[src/hdl/two_level_bitmap_page_allocator_top_defines.svh]
// ---------------------------------------------------------------------------
// Assertion macros for the page allocator
// Clocked on i_clk, disabled while i_rst_n is low.
// ---------------------------------------------------------------------------
`ifndef TWO_LEVEL_BITMAP_PAGE_ALLOCATOR_TOP_DEFINES_SVH
`define TWO_LEVEL_BITMAP_PAGE_ALLOCATOR_TOP_DEFINES_SVH

// same-cycle implication
`define PGAL_ASSERT_NOW(label, ante, cons, msg) \
    label: assert property (@(posedge i_clk) disable iff (!i_rst_n) \
        (ante) |-> (cons)) else $error(msg);

// next-cycle implication
`define PGAL_ASSERT_NEXT(label, ante, cons, msg) \
    label: assert property (@(posedge i_clk) disable iff (!i_rst_n) \
        (ante) |=> (cons)) else $error(msg);

`endif

[src/hdl/pgal_find_zero.sv]
// ---------------------------------------------------------------------------
// pgal_find_zero
// Priority encoder: position of the lowest clear bit of a word.
// ---------------------------------------------------------------------------
module pgal_find_zero #(
    parameter int W  = 64,
    parameter int IW = (W > 1) ? $clog2(W) : 1
) (
    input  logic [W-1:0]  i_word,
    output logic          o_found,
    output logic [IW-1:0] o_index
);

    always_comb begin
        o_index = '0;
        for (int i = W - 1; i >= 0; i--) begin
            if (!i_word[i]) begin
                o_index = IW'(i);
            end
        end
    end

    assign o_found = ~&i_word;

endmodule

[config.mk]
export PLATFORM = sky130hd
export DESIGN_NAME = pgal_find_zero
export DESIGN_NICKNAME = d
export VERILOG_FILES = /design/src/hdl/two_level_bitmap_page_allocator_top_defines.svh /design/src/hdl/pgal_find_zero.sv
export SDC_FILE = /design/constraint.sdc
export NUM_CORES = 1
export LEC_CHECK = 0
export BUFFER_PORTS_ARGS = -buffer_cell sky130_fd_sc_hd__buf_2
export CORE_MARGIN = 2
export CORE_UTILIZATION = 40
export DETAILED_ROUTE_END_ITERATION = 6
export PLACE_DENSITY_LB_ADDON = 0.05
export SLEW_MARGIN = 15
export SYNTH_ARGS = -nofsm -noshare
export SYNTH_HDL_FRONTEND = slang
export SYNTH_SLANG_ARGS = --single-unit
[constraint.sdc]
create_clock -name vclk -period 2
set_input_delay 0.2 -clock vclk [all_inputs]
set_output_delay 0.2 -clock vclk [all_outputs]
set_load 0.02 [all_outputs]
# Word-level counts from Yosys, hierarchy flattened
# Cells that the tools add are included.
[word_totals]
ff_bits = 0
inputBits = 64
out_inout_bits = 7
[op_classes]
n_mux = 64
n_reduce_logical = 2
[op_table]
columns = ["op", "count"]
rows = [
  ["6-bit 2-to-1 mux", 64],
  ["64-bit AND reduction", 1],
  ["1-bit logical NOT", 1],
]

# Depth between registers and ports, before layout
[logic_depth]
word_depth = 64
depth_mapped = 6

# Worst setup path before layout
# No wires, ideal clock.
[synth_timing]
kind = "input to output"
from = "in i_word[48]"
to = "out o_index[3]"
t_arrival_ps = 1636
required_ps = 1800
slack_ps = 164
stages = 6
n_path_buf = 0
path_cell_list = "nand4_1 -> or2_0 -> nor2_1 -> o21ai_1 -> a311o_1 -> a311oi_1"
[synth_between]
elab_chain_len = 49
[synth_rtl]
columns = ["element", "line", "rtl"]
rows = [
  ["start: declaration", "pgal_find_zero.sv:9", "input logic [W-1:0] i_word,"],
  ["6-bit 2-to-1 mux (49 in a row)", "pgal_find_zero.sv:17", "if (!i_word[i]) begin"],
  ["end: declaration", "pgal_find_zero.sv:11", "output logic [IW-1:0] o_index"],
]
# No other way between the ends.

# Worst setup path after layout
# Same ends and word-level chain as after synthesis.

==> results.sh <==
export IMPL_synth_mux_area_share_pct=0
export IMPL_cts_setup_buffers=0
export IMPL_grt_setup_unrepaired="no"
export IMPL_slew_violations=0
export IMPL_cp_required_ns=1.80
export IMPL_wl_um=2590
export IMPL_hold_viol=0
export IMPL_synth_cell_types=31
export IMPL_diodes=0
export IMPL_synth_top_cell_area_share_pct=13.3
export IMPL_seq_cells=0
export IMPL_yosysWarnings=0
export IMPL_leakagePower_nw=0.583
export IMPL_sw_frac_of_total_pct=54.9
export IMPL_via_count=1339
export IMPL_grt_pass1_wl_um=4800
export IMPL_synth_seq_area_share_pct=0
export IMPL_cts_resized=0
export IMPL_io_pins=71
export IMPL_seq_area_um2=0
export IMPL_area_growth_pct=49.3
export IMPL_min_path_type="primary input to primary output"
export IMPL_initial_utilization_pct=41.5
export IMPL_wire_per_inst_um=10.6
export IMPL_p_total_mw=0.175
export IMPL_grt_pass1_vias=1243
export IMPL_setup_tns_final_ns=0
export IMPL_yosysMostFrequentCell="nand2_1"
export IMPL_yosys_area_top_type="nand2_1"
export IMPL_worst_path_max_fanout=4
export IMPL_maxSlewHeadroom_pct=75.2
export IMPL_yosys_area_share_simple_pct=55.0
export IMPL_synth_commonest_cells="nand2_1 (28), nor2_1 (16), nand4_1 (14), o21ai_0 (14), inv_1 (11)"
export IMPL_synth_xor_area_share_pct=0
export IMPL_power_share_combinational_pct=100.0
export IMPL_antenna_found_initial=0
export IMPL_nFillCells=204
export IMPL_dp_hpwl_um=2320
export IMPL_portBuffers=71
export IMPL_endpoint_kind="primary output"
export IMPL_powerDensity_nw_per_um2=149
export IMPL_dp_cells=245
export IMPL_outcome="finished, final reports clean"
export IMPL_drc_errors=0
export IMPL_max_freq_ghz=0.545
export IMPL_num_nets_final=284
export IMPL_synth_nets=211
export IMPL_criticalPathCategory="primary input to primary output"
export IMPL_overflow=0
export IMPL_seq_power_share_pct=0
export IMPL_dieArea_um2=2340
export IMPL_yosys_area_share_adder_pct=0
export IMPL_setup_viol=0
export IMPL_tightest_slew_ns=0.363
export IMPL_peakVddDrop_mv=0.0846
export IMPL_fp_dieH_um=48.4
export IMPL_hold_buffers=0
export IMPL_grt_usage_pct=23.7
export IMPL_crit_path_start_kind="primary input"
export IMPL_stdcell_count=245
export IMPL_fin_crit_ns=1.83
export IMPL_cp_arrival_ns=1.63
export IMPL_yosys_top_cells_area="nand2_1 (13%), nand4_1 (11%), o21ai_0 (8.9%)"
export IMPL_vias_per_cell=5.47
export IMPL_core_area_um2=1900
export IMPL_synth_top_family_by_area="simple AND/OR/NAND/NOR gates"
export IMPL_drtIter0Drc=29
export IMPL_clkbuf_count=0
export IMPL_synth_compound_area_share_pct=39.8
export IMPL_ant_nets=0
export IMPL_core_rowCount=16
export IMPL_syn_area_um2=790
export IMPL_syn_area_per_cell_um2=5.37
export IMPL_syn_inst=147
export IMPL_die_w_um=48.4
export IMPL_drive_gt1_share_pct=33.5
export IMPL_intPower_mw=0.0791
export IMPL_maxCapViolations=0
export IMPL_p_clk_share_pct=0
export IMPL_p_sw_mw=0.0962
export IMPL_place_congestion=0.819
export IMPL_period_share_pct=91.7
export IMPL_grt_max_degree=6
export IMPL_first_pass_iters=4
==> cell families (layout without fill, tap and decap cells) <==
family	count (synthesis)	in the layout
and+or+nand+nor	87	87
AOI/OAI and AO/OA	49	49
buffers and inverters	11	82
==> routing by layer <==
layer,share of wire (%),up-vias,GRT usage (%)
met5,0,-,0
met4,0,0,0
met3,6.2,0,1.85
met2,54,40,49.8
met1,40,588,27.2
li1,-,711,-
==> layout by cell type, fill, tap and decap left out, types with 5 or more instances in the layout <==
cell type	count
nor3_1	5
a21oi_1	9
o21ai_0	14
nand3_1	9
nor2_1	16
nand4_1	14
buf_2	71
inv_1	11
nand2_1	28
==> critical path, stage by stage <==
cell and delay [ns]:
buf_2 0.11, nand4_1 0.10, or2_0 0.24, nor2_1 0.10, o21ai_1 0.06, a311o_1 0.35, a311oi_1 0.26, buf_2 0.21
==> path summary, 6_finish.rpt <==
check / from / end / slack (ns) / cells past startpoint
max: i_word[48] / o_index[3] / 0.17 / 8
min: i_word[4] / o_index[3] / 0.85 / 4
==> power by group through the flow <==
stage	logic (mW)	registers, mW	clock network [mW]
after floorplan	0.0675	0	0
after global placement	0.169	0	0
after detailed placement	0.175	0	0
after CTS	0.175	0	0
after global routing	0.202	0	0
final	0.175	0	0
==> metrics by stage <==
step | utilization, % | instance area [µm²] | worst slack, ns | hold slack [ns]
after floorplan | - | 790 | 0.164 | 0.594
after global placement | 62.0 | 1180 | 0.147 | 0.845
after detailed placement | 62.0 | 1180 | 0.162 | 0.854
after CTS | 62.0 | 1180 | 0.158 | 0.856
after global routing | 62.0 | 1180 | 0.0123 | 0.915
final | 62.0 | 1180 | 0.167 | 0.850
==> layout make-up <==
type / count / area (µm²) / area share, %
timing repair buffer: 71 / 355 / 30.1
multi-input combinational: 136 / 748 / 63.5
inverter: 11 / 41.3 / 3.50
tap: 27 / 33.8 / 2.87
(Power assumes the default switching activity.)
